===== config.mk =====
export PLATFORM = sky130hd
export DESIGN_NAME = lci_sqrt_cell
export DESIGN_NICKNAME = d
export VERILOG_FILES = /design/src/lci_pkg.sv /design/src/lci_sqrt_cell.sv
export SDC_FILE = /design/constraint.sdc
export NUM_CORES = 1
export LEC_CHECK = 0
export BUFFER_PORTS_ARGS = -buffer_cell sky130_fd_sc_hd__buf_2
export CORE_AREA = 2 2 167 169
export DETAILED_ROUTE_END_ITERATION = 7
export DIE_AREA = 0 0 169 171
export SLEW_MARGIN = 0
export SYNTH_ARGS = -nofsm -noshare
export SYNTH_HDL_FRONTEND = slang
export SYNTH_SLANG_ARGS = --single-unit

===== constraint.sdc =====
create_clock -name clk_i -period 5 [get_ports clk_i]
set_clock_uncertainty 0.05 [all_clocks]
set_input_delay 0.25 -clock clk_i [delete_from_list [all_inputs] [get_ports clk_i]]
set_output_delay 0.25 -clock clk_i [all_outputs]
set_load 0.005 [all_outputs]

===== src/lci_pkg.sv =====
// Shared widths, types and codes for the line/circle intersection pipeline.
`default_nettype none
package lci_pkg;

  localparam int COORD_W     = 24;
  localparam int RAD_W       = COORD_W - 1;
  localparam int DIFF_W      = COORD_W + 1;
  localparam int PROD_W      = 2 * DIFF_W;
  localparam int LEN_W       = PROD_W;
  localparam int R2_W        = 2 * RAD_W;
  localparam int MUL_HW      = 26;
  localparam int MUL_W       = 2 * MUL_HW;
  localparam int MULP_W      = 2 * MUL_W;
  localparam int MUL_LAT     = 3;
  localparam int DISC_W      = 2 * RAD_W + 2 * DIFF_W;
  localparam int ROOT_W      = DISC_W / 2;
  localparam int SQ_REM_W    = ROOT_W + 4;
  localparam int NUM_W       = PROD_W + DIFF_W + 1;
  localparam int QUO_W       = COORD_W + 2;
  localparam int FIN_W       = COORD_W + 5;
  localparam int NLANE       = 4;

  localparam logic [1:0] HIT_NONE = 2'd0;
  localparam logic [1:0] HIT_ONE  = 2'd1;
  localparam logic [1:0] HIT_TWO  = 2'd2;

  // Square root cell: radicand bits still to shift in, partial root, remainder.
  typedef struct packed {
    logic [DISC_W-1:0]   rad;
    logic [ROOT_W-1:0]   root;
    logic [SQ_REM_W-1:0] rem;
  } sqrt_t;

  // Divider cell: divisor, partial remainder, dividend bits and quotient bits.
  typedef struct packed {
    logic [LEN_W-1:0] den;
    logic [LEN_W-1:0] rem;
    logic [QUO_W-1:0] nq;
  } div_t;

endpackage
`default_nettype wire


===== src/lci_sqrt_cell.sv =====
// One root bit of the digit-by-digit integer square root.
`default_nettype none
module lci_sqrt_cell import lci_pkg::*; (
  input  logic  clk_i,
  input  sqrt_t cell_i,
  output sqrt_t cell_o
);

  logic [SQ_REM_W-1:0] rem_sh, trial;
  logic                ge;
  sqrt_t               cell_d;

  always_comb begin
    rem_sh = {cell_i.rem[SQ_REM_W-3:0], cell_i.rad[DISC_W-1 -: 2]};
    trial  = SQ_REM_W'({cell_i.root, 2'b01});
    ge     = rem_sh >= trial;
    cell_d.rad  = {cell_i.rad[DISC_W-3:0], 2'b00};
    cell_d.root = {cell_i.root[ROOT_W-2:0], ge};
    cell_d.rem  = ge ? rem_sh - trial : rem_sh;
  end

  always_ff @(posedge clk_i) begin
    cell_o <= cell_d;
  end

endmodule
`default_nettype wire


==> metrics.log <==
[metrics] final worst-path cycle share: 72.2%
[metrics] max FFs per register: 194
[metrics] required time at the endpoint of the critical path: 5.29 ns
[metrics] effective utilization at floorplan: 29.2%
[metrics] clock transition at the registers of the reported paths: 0.07 ns
[metrics] layout cell share with drive strength beyond 1: 33.2%
[metrics] number of DRC markers after the initial detailed-route iteration: 510
[metrics] gate count after technology mapping: 837
[metrics] worst IR drop on VDD: 0.204 mV
[metrics] final-report hold violation count: 0
[metrics] wire length of the first global-routing pass: 43000 um
[metrics] footprint of the multi-input gates: 3640 um^2
[metrics] Synth top area share: 48.6%
[metrics] class of the tightest hold or removal check: input pin to flip-flop
[metrics] post-synth top area cell: dfxtp_1
[metrics] growth of design area from synthesis to finish: 54.0%
[metrics] kind of end point of the critical path: flip-flop
[metrics] CP Data Arrival Time: 3.90 ns
[metrics] largest register by flop count: cell_o
[metrics] root buffer cell: clkbuf_16
[metrics] cell area after synthesis: 7990 um^2
[metrics] post-cts sizing count: 0
[metrics] number of antenna violations at the first check in global routing: 3
[metrics] Least-Margin Pin Slew: 0.698 ns
[metrics] maximum number of pins on one net before global-route repair: 91
[metrics] FF+latch count, synth: 194
[metrics] sequential standard cell area: 3880 um^2
[metrics] Slew headroom: 52.9%
[metrics] detailed placement HPWL: 21700 um
[metrics] area of the die: 28900 um^2
[metrics] final number of max-transition violations: 0
[metrics] count of flip-flops with a built-in enable after synthesis: 0
[metrics] CTS tree: done
[metrics] register area share after synthesis: 48.6%
[metrics] biggest registers after layout: cell_o: 194 flops
[metrics] residual antenna-violating net count after detailed routing: 0
[metrics] time the worst path needs with I/O delays and setup: 3.61 ns
[metrics] distinct cell type count after synthesis: 73
[metrics] # Post-CTS Setup Buffers: 0
[metrics] n_diodes: 0
[metrics] share of synthesized flip-flops with an asynchronous set or reset: 0%
[metrics] commonest register cell after synthesis: dfxtp_1
[metrics] number of sinks on the clock net: 194
[metrics] largest cells by area after synthesis: dfxtp_1, ha_1, a21oi_1
[metrics] average wire per standard cell: 16.8 um
[metrics] Fill cells: 2638
[metrics] total wire length: 29000 um
[metrics] Syn Area/Cell: 9.54 um^2
[metrics] CTS buffer count: 17
[metrics] number of ports placed on the die boundary: 393
[metrics] vias per std cell: 4.64
[metrics] Max Fanout on Critical Path: 8
[metrics] Yosys warning count: 0
[metrics] number of DRC violations after detailed routing: 0
[metrics] unrepaired setup endpoints after global routing: no
[metrics] number of global-route vias before repair: 7905
[metrics] Die Span X: 169 um
[metrics] length of the first detailed-routing pass in iterations: 5
[metrics] number of rows created at floorplan: 61
[metrics] outcome: completed
[metrics] Min Hold Slack: 0.0160 ns
[metrics] GR Overflow Total: 0
[metrics] number of nets in the layout: 1615
[metrics] Sum Neg Setup Slack: 0 ns
[metrics] number of input and output port buffers inserted: 388
[metrics] classification of the worst setup path: input pin to flip-flop
[metrics] Die Y-Extent: 171 um
[metrics] Max Buffers Root-to-Sink: 2
[metrics] Fmax: 277 MHz
[metrics] final weighted congestion of routability-driven global placement: 0.846
[metrics] count of final setup violators: 0
[metrics] Core Box Area: 27300 um^2
[metrics] pwr dens: 330 nW/um^2
[metrics] total track usage: 19.4%
[metrics] vias: 8019
[metrics] startpoint type of the worst setup path: input pin
[metrics] LEAKAGE: 0.00591 uW
[metrics] max capacitance violation total: 0
[metrics] Clock H-tree levels: 4
-- Yosys cell counts, types with 4 or more instances --
master,instances
inv_1,65
and3_1,5
o211ai_1,7
o21ai_1,4
nor2b_1,6
ha_1,50
clkbuf_1,7
nor2_1,69
nor3_1,15
nand3_1,12
a21o_1,11
mux2_4,6
xor2_1,17
o21ai_0,34
buf_2,19
or3_1,4
o21a_1,6
o21bai_1,13
nand4_1,15
and2_1,7
nand2b_1,7
xnor2_1,30
nand2_1,56
dfxtp_1,194
buf_6,5
a21oi_1,102
-- metrics by stage --
| step | setup slack, ns | utilization [%] | area, um^2 | std cells | power [uW] |
|---|---|---|---|---|---|
| global route | 1.23 | 45.0 | 12300 | 1727 | 4270 |
| floorplan | 2.53 | - | 7990 | 838 | 2280 |
| global placement | 1.60 | 37.2 | 10200 | 1538 | 2640 |
| CTS | 1.50 | 45.0 | 12300 | 1727 | 4100 |
| finish | 1.39 | 45.0 | 12300 | 1727 | 4060 |
| detailed placement | 1.56 | 37.2 | 10200 | 1538 | 2640 |
-- worst paths after layout --
kind / startpoint / endpoint / cells after the start
setup / recovery: cell_i[11] / cell_o[46]$_DFF_P_ / 11
hold / removal: cell_i[45] / cell_o[47]$_DFF_P_ / 3
-- timing repair --
action                                 in CTS  in global routing
hold buffers                              157                  0
endpoints found under the hold margin     157                  0
setup endpoints to repair                   0                  0
-- critical path: stages --
cell and delay, ns:
dlygate4sd3_1 0.54, buf_2 0.13, ha_1 0.42, nand4_1 0.23, nor3_1 0.33, a21boi_1 0.46
o21ai_0 0.39, a211oi_1 0.47, o211ai_1 0.23, a21o_1 0.22, a31o_2 0.22
-- cell usage in the layout, fill, tap and decap left out, types with 4 or more instances in the layout --
master,n
a21o_1,11
a21oi_1,102
and2_1,7
and3_1,5
buf_2,388
clkbuf_16,17
clkinv_4,4
dfxtp_1,194
dlygate4sd3_1,157
ha_1,50
inv_1,65
mux2_4,6
nand2_1,56
nand2b_1,7
nand3_1,12
nand4_1,15
nor2_1,69
nor2b_1,6
nor3_1,15
o211ai_1,7
o21a_1,6
o21ai_0,34
o21ai_1,4
o21bai_1,13
or3_1,4
xnor2_1,30
xor2_1,17
-- final cells by class --
cell class	count	share of cell area (%)
Timing Repair Buffer	546	28.6
Clock buffer	22	3.86
Tap cell	346	3.52
Clock inverter	10	0.783
Multi-Input combinational cell	543	29.6
Sequential cell	194	31.6
Inverter	66	2.05
-- cells by family (layout without fill, tap and decap cells) --
group	after synthesis	in the layout	synth area share (%)
compound gates	229	229	19.0
xor+xnor	47	47	5.15
fa+ha+maj	50	50	7.83
buf+inv	101	644	5.86
flops	194	194	48.6
mux	9	9	1.54
other cells	1	2	0.0469
simple gates	206	206	12.0
-- metal layers --
metal | track usage, % | up-vias | share of wire (%)
li1 | - | 3931 | -
met1 | 22.3 | 3740 | 41
met2 | 34.7 | 300 | 50
met3 | 5.64 | 42 | 7.1
met4 | 6.47 | 6 | 2.4
met5 | 0 | - | 0.14
-- where the power goes --
part | switching [uW] | internal, uW | total, uW
Clock | 655 | 694 | 1350
Combinational | 498 | 472 | 970
Sequential | 38.1 | 1710 | 1740
Total | 1190 | 2870 | 4060
(Power assumes the default switching activity.)
