[config.mk]
export PLATFORM = sky130hd
export DESIGN_NAME = lci_div_cell
export DESIGN_NICKNAME = d
export VERILOG_FILES = /design/src/lci_pkg.sv /design/src/lci_div_cell.sv
export SDC_FILE = /design/constraint.sdc
export NUM_CORES = 1
export LEC_CHECK = 0
export BUFFER_PORTS_ARGS = -buffer_cell sky130_fd_sc_hd__buf_4
export CAP_MARGIN = 20
export CORE_MARGIN = 2
export CORE_UTILIZATION = 47
export CTS_BUF_LIST = sky130_fd_sc_hd__clkbuf_8
export DETAILED_ROUTE_END_ITERATION = 10
export PLACE_DENSITY = 0.76
export SLEW_MARGIN = 20
export SYNTH_ARGS = -nofsm -noshare
export SYNTH_HDL_FRONTEND = slang
export SYNTH_SLANG_ARGS = --single-unit
[constraint.sdc]
create_clock -name clk_i -period 4.96 [get_ports clk_i]
set_input_delay 0.496 -clock clk_i [delete_from_list [all_inputs] [get_ports clk_i]]
set_output_delay 0.496 -clock clk_i [all_outputs]
set_load 0.02 [all_outputs]
[src/lci_pkg.sv]
// Shared widths, types and codes for the line/circle intersection pipeline.
`default_nettype none
package lci_pkg;

  localparam int COORD_W     = 24;
  localparam int RAD_W       = COORD_W - 1;
  localparam int DIFF_W      = COORD_W + 1;
  localparam int PROD_W      = 2 * DIFF_W;
  localparam int LEN_W       = PROD_W;
  localparam int R2_W        = 2 * RAD_W;
  localparam int MUL_HW      = 26;
  localparam int MUL_W       = 2 * MUL_HW;
  localparam int MULP_W      = 2 * MUL_W;
  localparam int MUL_LAT     = 3;
  localparam int DISC_W      = 2 * RAD_W + 2 * DIFF_W;
  localparam int ROOT_W      = DISC_W / 2;
  localparam int SQ_REM_W    = ROOT_W + 4;
  localparam int NUM_W       = PROD_W + DIFF_W + 1;
  localparam int QUO_W       = COORD_W + 2;
  localparam int FIN_W       = COORD_W + 5;
  localparam int NLANE       = 4;

  localparam logic [1:0] HIT_NONE = 2'd0;
  localparam logic [1:0] HIT_ONE  = 2'd1;
  localparam logic [1:0] HIT_TWO  = 2'd2;

  // Square root cell: radicand bits still to shift in, partial root, remainder.
  typedef struct packed {
    logic [DISC_W-1:0]   rad;
    logic [ROOT_W-1:0]   root;
    logic [SQ_REM_W-1:0] rem;
  } sqrt_t;

  // Divider cell: divisor, partial remainder, dividend bits and quotient bits.
  typedef struct packed {
    logic [LEN_W-1:0] den;
    logic [LEN_W-1:0] rem;
    logic [QUO_W-1:0] nq;
  } div_t;

endpackage
`default_nettype wire

[src/lci_div_cell.sv]
// One quotient bit of a restoring divider; dividend bits shift out as quotient bits shift in.
`default_nettype none
module lci_div_cell import lci_pkg::*; (
  input  logic clk_i,
  input  div_t cell_i,
  output div_t cell_o
);

  logic [LEN_W:0] rem2, den_x, diff;
  logic           ge;
  div_t           cell_d;

  always_comb begin
    rem2  = {cell_i.rem, cell_i.nq[QUO_W-1]};
    den_x = {1'b0, cell_i.den};
    ge    = rem2 >= den_x;
    diff  = rem2 - den_x;
    cell_d.den = cell_i.den;
    cell_d.rem = ge ? diff[LEN_W-1:0] : rem2[LEN_W-1:0];
    cell_d.nq  = {cell_i.nq[QUO_W-2:0], ge};
  end

  always_ff @(posedge clk_i) begin
    cell_o <= cell_d;
  end

endmodule
`default_nettype wire

==> results of run 1 <==
-- where the power goes --
part	internal, uW	switching, uW	total (uW)
sequential	1140	34.9	1170
combinational	414	543	957
clock	552	399	951
-- path summary, 6_finish.rpt --
path	from	to	slack (ps)	cells after the start
max	cell_i[27]	cell_o[39]	1400	11
min	cell_i[19]	cell_o[20]	160	1
-- kinds of logic after synthesis --
kind of cell             after synthesis  synth area share [%]
AND/OR/NAND/NOR                      189                  14.8
XOR/XNOR                              42                  5.86
flip-flops                           126                  40.2
buffers and inverters                 90                  6.36
adder cells (fa/ha/maj)               51                  10.3
multiplexers                           6                  1.12
AO/OA/AOI/OAI                        216                  21.3
-- Yosys cell counts, drive strengths merged (7+ instances only) --
| cell | instances |
|---|---|
| dfxtp | 126 |
| nand2 | 85 |
| o21ai | 74 |
| a21oi | 65 |
| inv | 65 |
| ha | 50 |
| nor2 | 25 |
| a21o | 22 |
| xnor2 | 22 |
| xor2 | 20 |
| nand3 | 14 |
| nand4 | 14 |
| buf | 13 |
| o21bai | 12 |
| clkbuf | 11 |
| and3 | 9 |
| nor3 | 9 |
| a31oi | 7 |
| o211ai | 7 |
-- worst max-delay path, stage by stage --
cell and delay, ps:
sky130_fd_sc_hd__buf_4 120, sky130_fd_sc_hd__ha_1 360, sky130_fd_sc_hd__nand3_1 190, sky130_fd_sc_hd__o21ba_2 190
sky130_fd_sc_hd__o21ai_1 230, sky130_fd_sc_hd__nand4b_1 260, sky130_fd_sc_hd__o21ai_2 370, sky130_fd_sc_hd__o2111ai_4 200
sky130_fd_sc_hd__nand2_2 470, sky130_fd_sc_hd__buf_4 550, sky130_fd_sc_hd__mux2_2 400
-- per-stage QoR --
step | setup slack (ps) | util (%) | instance area (sq um) | std cells | total power (uW)
2_1_floorplan | 1970 | - | 6270 | 720 | 1770
3_3_place_gp | 1130 | 62.7 | 8240 | 1124 | 2140
3_5_place_dp | 987 | 62.7 | 8240 | 1124 | 2150
4_1_cts | 1450 | 65.9 | 8660 | 1156 | 3110
5_1_grt | 1200 | 65.9 | 8660 | 1156 | 3240
6_report | 1400 | 65.9 | 8660 | 1156 | 3080
-- metal layers --
layer	share of wire (%)	GRT usage [%]
met5	0	0
met4	1.4	7.94
met3	7.4	5.75
met2	48	39.9
met1	43	29.8
-- area by class of cell --
| type | instances | area share [%] |
|---|---|---|
| clock inverter | 14 | 2.04 |
| timing repair buffer | 253 | 21.9 |
| inverter | 65 | 2.82 |
| multi-input combinational | 504 | 38.7 |
| tap | 176 | 2.54 |
| sequential | 126 | 29.1 |
| clock buffer | 18 | 2.86 |
==> summary.md, run 1 <==
| Metric | Value |
|---|---|
| Biggest fanout along the worst timing path | 58 |
| First-pass GRT wire length | 27.2 mm |
| Total nets after synthesis | 898 |
| Max Clk Rate | 281 MHz |
| Most used flip-flop cell after synthesis | sky130_fd_sc_hd__dfxtp_1 |
| Final count of pins violating max slew | 0 |
| Largest area contributor in the netlist | sky130_fd_sc_hd__dfxtp_1 |
| Number of placed I/O pins | 253 |
| Critical path endpoint category | register |
| Router iterations before antenna repair | 4 |
| CTS clk-pin slew, worst paths | 70 ps |
| Cell leakage power | 0.00424 uW |
| Count of maximum capacitance violations | 0 |
| Worst-case hold slack | 160 ps |
| Via-to-Cell Ratio | 5.19 |
| Combined area of all synthesized cells | 0.00627 sq mm |
| Most frequent cells in the layout | 253 x sky130_fd_sc_hd__buf_4, 126 x sky130_fd_sc_hd__dfxtp_1, 84 x sky130_fd_sc_hd__nand2_1 |
| Number of distinct library cell variants in the gate-level netlist after synthesis | 70 |
| Area occupied by multi-input gates | 0.00335 sq mm |
| Largest regs | cell_o: 126 flops |
| Filler cell count | 1119 |
| Area contributors post-synth | sky130_fd_sc_hd__dfxtp_1 40%, sky130_fd_sc_hd__ha_1 10%, sky130_fd_sc_hd__o21ai_0 5.5% |
| Die Area | 0.0143 sq mm |
| Pin count of the biggest net entering global routing | 59 |
| Initial core utilization | 47.8% |
| Top cell type's share of synthesized area | 40.2% |
| Post-Synthesis Cells | 720 |
| Class of the tightest hold or removal check | in -> reg |
| Post-DRT Antenna Nets | 0 |
| Headroom to the max-slew limit | 60.8% |
| Initial antenna violation count | 0 |
| Area of the core | 0.0131 sq mm |
| Number of placement rows | 42 |
| Power density over the cells | 356 mW/mm^2 |
| Setup TNS after final layout | 0 ps |
| Setup Viol. Count Final | 0 |
| EDFF count, synth | 0 |
| Growth of design area from synthesis to finish | 38.1% |
| Post-layout net count | 1145 |
| Global route total overflow | 0 |
| Post-synthesis sequential area ratio | 40.2% |
| Fraction of final layout cells sized beyond drive strength 1 | 31.0% |
| Routability-driven placement congestion ratio | 0.944 |
| Period utilisation layout | 71.8% |
| Tightest Pin Transition | 583 ps |
| FF/Latch Area | 0.00252 sq mm |
| FFs w/ async S/R, synth | 0% |
| Count of unresolved DRC violations after routing | 0 |
| Root buffer cell | sky130_fd_sc_hd__clkbuf_8 |
| Data required time at the worst endpoint | 5280 ps |
| RSZ-0062 raised after global routing | false |
| Hpwl dp | 13.7 mm |
| Synthesized area divided by synthesized cell count | 8.71 sq um |
| Routed via count | 5996 |
| Critical path type | in -> reg |
| Number of buffers between clock root and the deepest sink | 2 |
| Arr. time, crit path | 3890 ps |
| Largest register FFs | 126 |
| Worst ir drop on vdd | 236 uV |
| Clock period minus final worst setup slack | 3560 ps |
| Die Y-Extent | 120 um |
| Aggregate routed wire length | 17.2 mm |
| Hold-fix buffer count after cts | 0 |
| Number of H-tree levels | 4 |
| # resized after CTS | 0 |
| DRC violation total after the first TritonRoute iteration | 367 |
| # port buffers | 252 |
| Total clock sinks | 126 |
| Largest Register | cell_o |
| Synthesis-stage register bit count | 126 |
| CTS Buf Count | 17 |
| Die span in x | 120 um |
| Sort of element at the start of the critical path | primary input |
| CTS tree | built |
| Total GRT Usage | 23.7% |
| Diode insertion count for antenna repair | 0 |
| Post-CTS Setup Bufs | 0 |
| Final Hold Viols | 0 |
| Most common library cell in the layout ignoring fill and taps | sky130_fd_sc_hd__buf_4 |
| Outcome | finished clean |
| Synth warn | 0 |
| Via count of the first global-routing pass | 5711 |
| Routed wirelength normalized by instance count | 14.8 um |
No activity file was read; power rests on OpenSTA's default activity.
==> run 2, diff against run 1 <==
==> constraint.sdc (replaced) <==
create_clock -name clk_i -period 3.32 [get_ports clk_i]
set_input_delay 0.332 -clock clk_i [delete_from_list [all_inputs] [get_ports clk_i]]
set_output_delay 0.332 -clock clk_i [all_outputs]
set_load 0.02 [all_outputs]
==> summary.md, run 2 (synthesized netlist as in run 1, its figures left out) <==
| Metric | Value |
|---|---|
| First-pass GRT wire length | 30.3 mm (+11%) |
| Post-layout net count | 1228 (+7.2%) |
| Pin count of the biggest net entering global routing | 41 (-31%) |
| Die Y-Extent | 120 um (unchanged) |
| Number of placed I/O pins | 253 (unchanged) |
| Most frequent cells in the layout | 259 x sky130_fd_sc_hd__buf_4, 126 x sky130_fd_sc_hd__dfxtp_1, 84 x sky130_fd_sc_hd__nand2_1 |
| Data required time at the worst endpoint | 3640 ps (-1640 ps) |
| Class of the tightest hold or removal check | in -> reg |
| Post-CTS Setup Bufs | 0 (unchanged) |
| Total clock sinks | 126 (unchanged) |
| Final count of pins violating max slew | 0 (unchanged) |
| Setup Viol. Count Final | 0 (unchanged) |
| Total GRT Usage | 26.4% (+2.7 points) |
| Initial core utilization | 47.8% (unchanged) |
| Via-to-Cell Ratio | 5.12 (-1.2%) |
| Global route total overflow | 0 (unchanged) |
| Critical path endpoint category | register |
| Number of H-tree levels | 4 (unchanged) |
| Fraction of final layout cells sized beyond drive strength 1 | 30.0% (-1.0 points) |
| Worst-case hold slack | 83.0 ps (-77.0 ps) |
| Setup TNS after final layout | 0 ps (unchanged) |
| Final Hold Viols | 0 (unchanged) |
| Max Clk Rate | 317 MHz |
| Power density over the cells | 492 mW/mm^2 (+38%) |
| Largest regs | cell_o: 126 flops |
| Router iterations before antenna repair | 5 (+1) |
| Count of maximum capacitance violations | 0 (unchanged) |
| CTS tree | built |
| CTS Buf Count | 17 (unchanged) |
| Initial antenna violation count | 0 (unchanged) |
| # port buffers | 252 (unchanged) |
| Diode insertion count for antenna repair | 0 (unchanged) |
| Hpwl dp | 13.9 mm (+1.2%) |
| Root buffer cell | sky130_fd_sc_hd__clkbuf_8 |
| Largest register FFs | 126 (unchanged) |
| Number of placement rows | 42 (unchanged) |
| Via count of the first global-routing pass | 6137 (+7.5%) |
| RSZ-0062 raised after global routing | false |
| Routed wirelength normalized by instance count | 15.4 um (+4.0%) |
| CTS clk-pin slew, worst paths | 80 ps (about the same) |
| Number of buffers between clock root and the deepest sink | 2 (unchanged) |
| Headroom to the max-slew limit | 64.4% (+3.7 points) |
| Sort of element at the start of the critical path | primary input |
| Arr. time, crit path | 3470 ps (-420 ps) |
| Post-DRT Antenna Nets | 0 (unchanged) |
| Routability-driven placement congestion ratio | 0.896 (-5.1%) |
| DRC violation total after the first TritonRoute iteration | 410 (+12%) |
| Die span in x | 120 um (unchanged) |
| Outcome | finished clean |
| Area of the core | 0.0131 sq mm (unchanged) |
| Total power | 4680 uW (+52%) |
| Worst ir drop on vdd | 395 uV (+68%) |
| Period utilisation layout | 94.9% |
| Critical path type | in -> reg |
| Largest Register | cell_o |
| Most common library cell in the layout ignoring fill and taps | sky130_fd_sc_hd__buf_4 |
| Count of unresolved DRC violations after routing | 0 (unchanged) |
| Clock period minus final worst setup slack | 3150 ps |
| Routed via count | 6349 (+5.9%) |
| Tightest Pin Transition | 528 ps (-55.4 ps) |
| Aggregate routed wire length | 19.1 mm (+11%) |
| Growth of design area from synthesis to finish | 51.5% |
| Cell leakage power | 0.00459 uW (+8.3%) |
| Biggest fanout along the worst timing path | 40 (-31%) |
| Die Area | 0.0143 sq mm (unchanged) |
==> run 2: path summary, 6_finish.rpt <==
check / start / to / slack [ps] / depth (start not counted)
setup / recovery: cell_i[121] / cell_o[34] / 170 / 14
hold / removal: cell_i[67] / cell_o[68] / 80 / 3
==> run 2: layer usage <==
layer	wire (um)	part of all wire, %	global-route usage, %
met1	8140	43	33.2
met2	9180	48	44.4
met3	1330	7.0	5.66
met4	466	2.4	10.0
met5	0	0	0
==> run 2: power by group <==
part / internal (uW) / switching, uW
Sequential: 1700 / 54.2
Combinational: 702 / 852
Clock: 698 / 675
==> run 2: critical path: stages <==
cell,delay [ps]
sky130_fd_sc_hd__dlygate4sd3_1,540
sky130_fd_sc_hd__buf_4,110
sky130_fd_sc_hd__inv_1,30
sky130_fd_sc_hd__ha_1,380
sky130_fd_sc_hd__and3_1,200
sky130_fd_sc_hd__nand2_1,110
sky130_fd_sc_hd__and4b_1,210
sky130_fd_sc_hd__a211o_1,300
sky130_fd_sc_hd__a21oi_2,230
sky130_fd_sc_hd__o2111ai_4,210
sky130_fd_sc_hd__nand2_2,170
sky130_fd_sc_hd__buf_12,210
sky130_fd_sc_hd__buf_4,250
sky130_fd_sc_hd__o21ai_0,160
==> run 2: repair_timing <==
action | CTS | global route
gates resized for setup | 0 | 7
endpoints found under the setup margin | 0 | 11
hold buffers | 75 | 0
hold endpoints to repair | 75 | 0
==> run 2: final cells by class <==
class | instances | area, sq um
clock inverter | 14 | 154
inverter | 65 | 244
clock buffer | 18 | 248
multi-input combinational | 504 | 3380
fill | 1025 | 3630
timing repair buffer | 336 | 2740
tap | 176 | 220
sequential | 126 | 2520
==> run 2: stage by stage <==
stage          instances  instance area [sq um]  util (%)  worst slack, ps
6_report            1239                   9510      72.4              169
5_1_grt             1239                   9510      72.4             1.93
4_1_cts             1239                   9480      72.1              110
3_5_place_dp        1132                   8320      63.4             89.8
3_3_place_gp        1132                   8320      63.4              249
2_1_floorplan        720                   6270         -              492
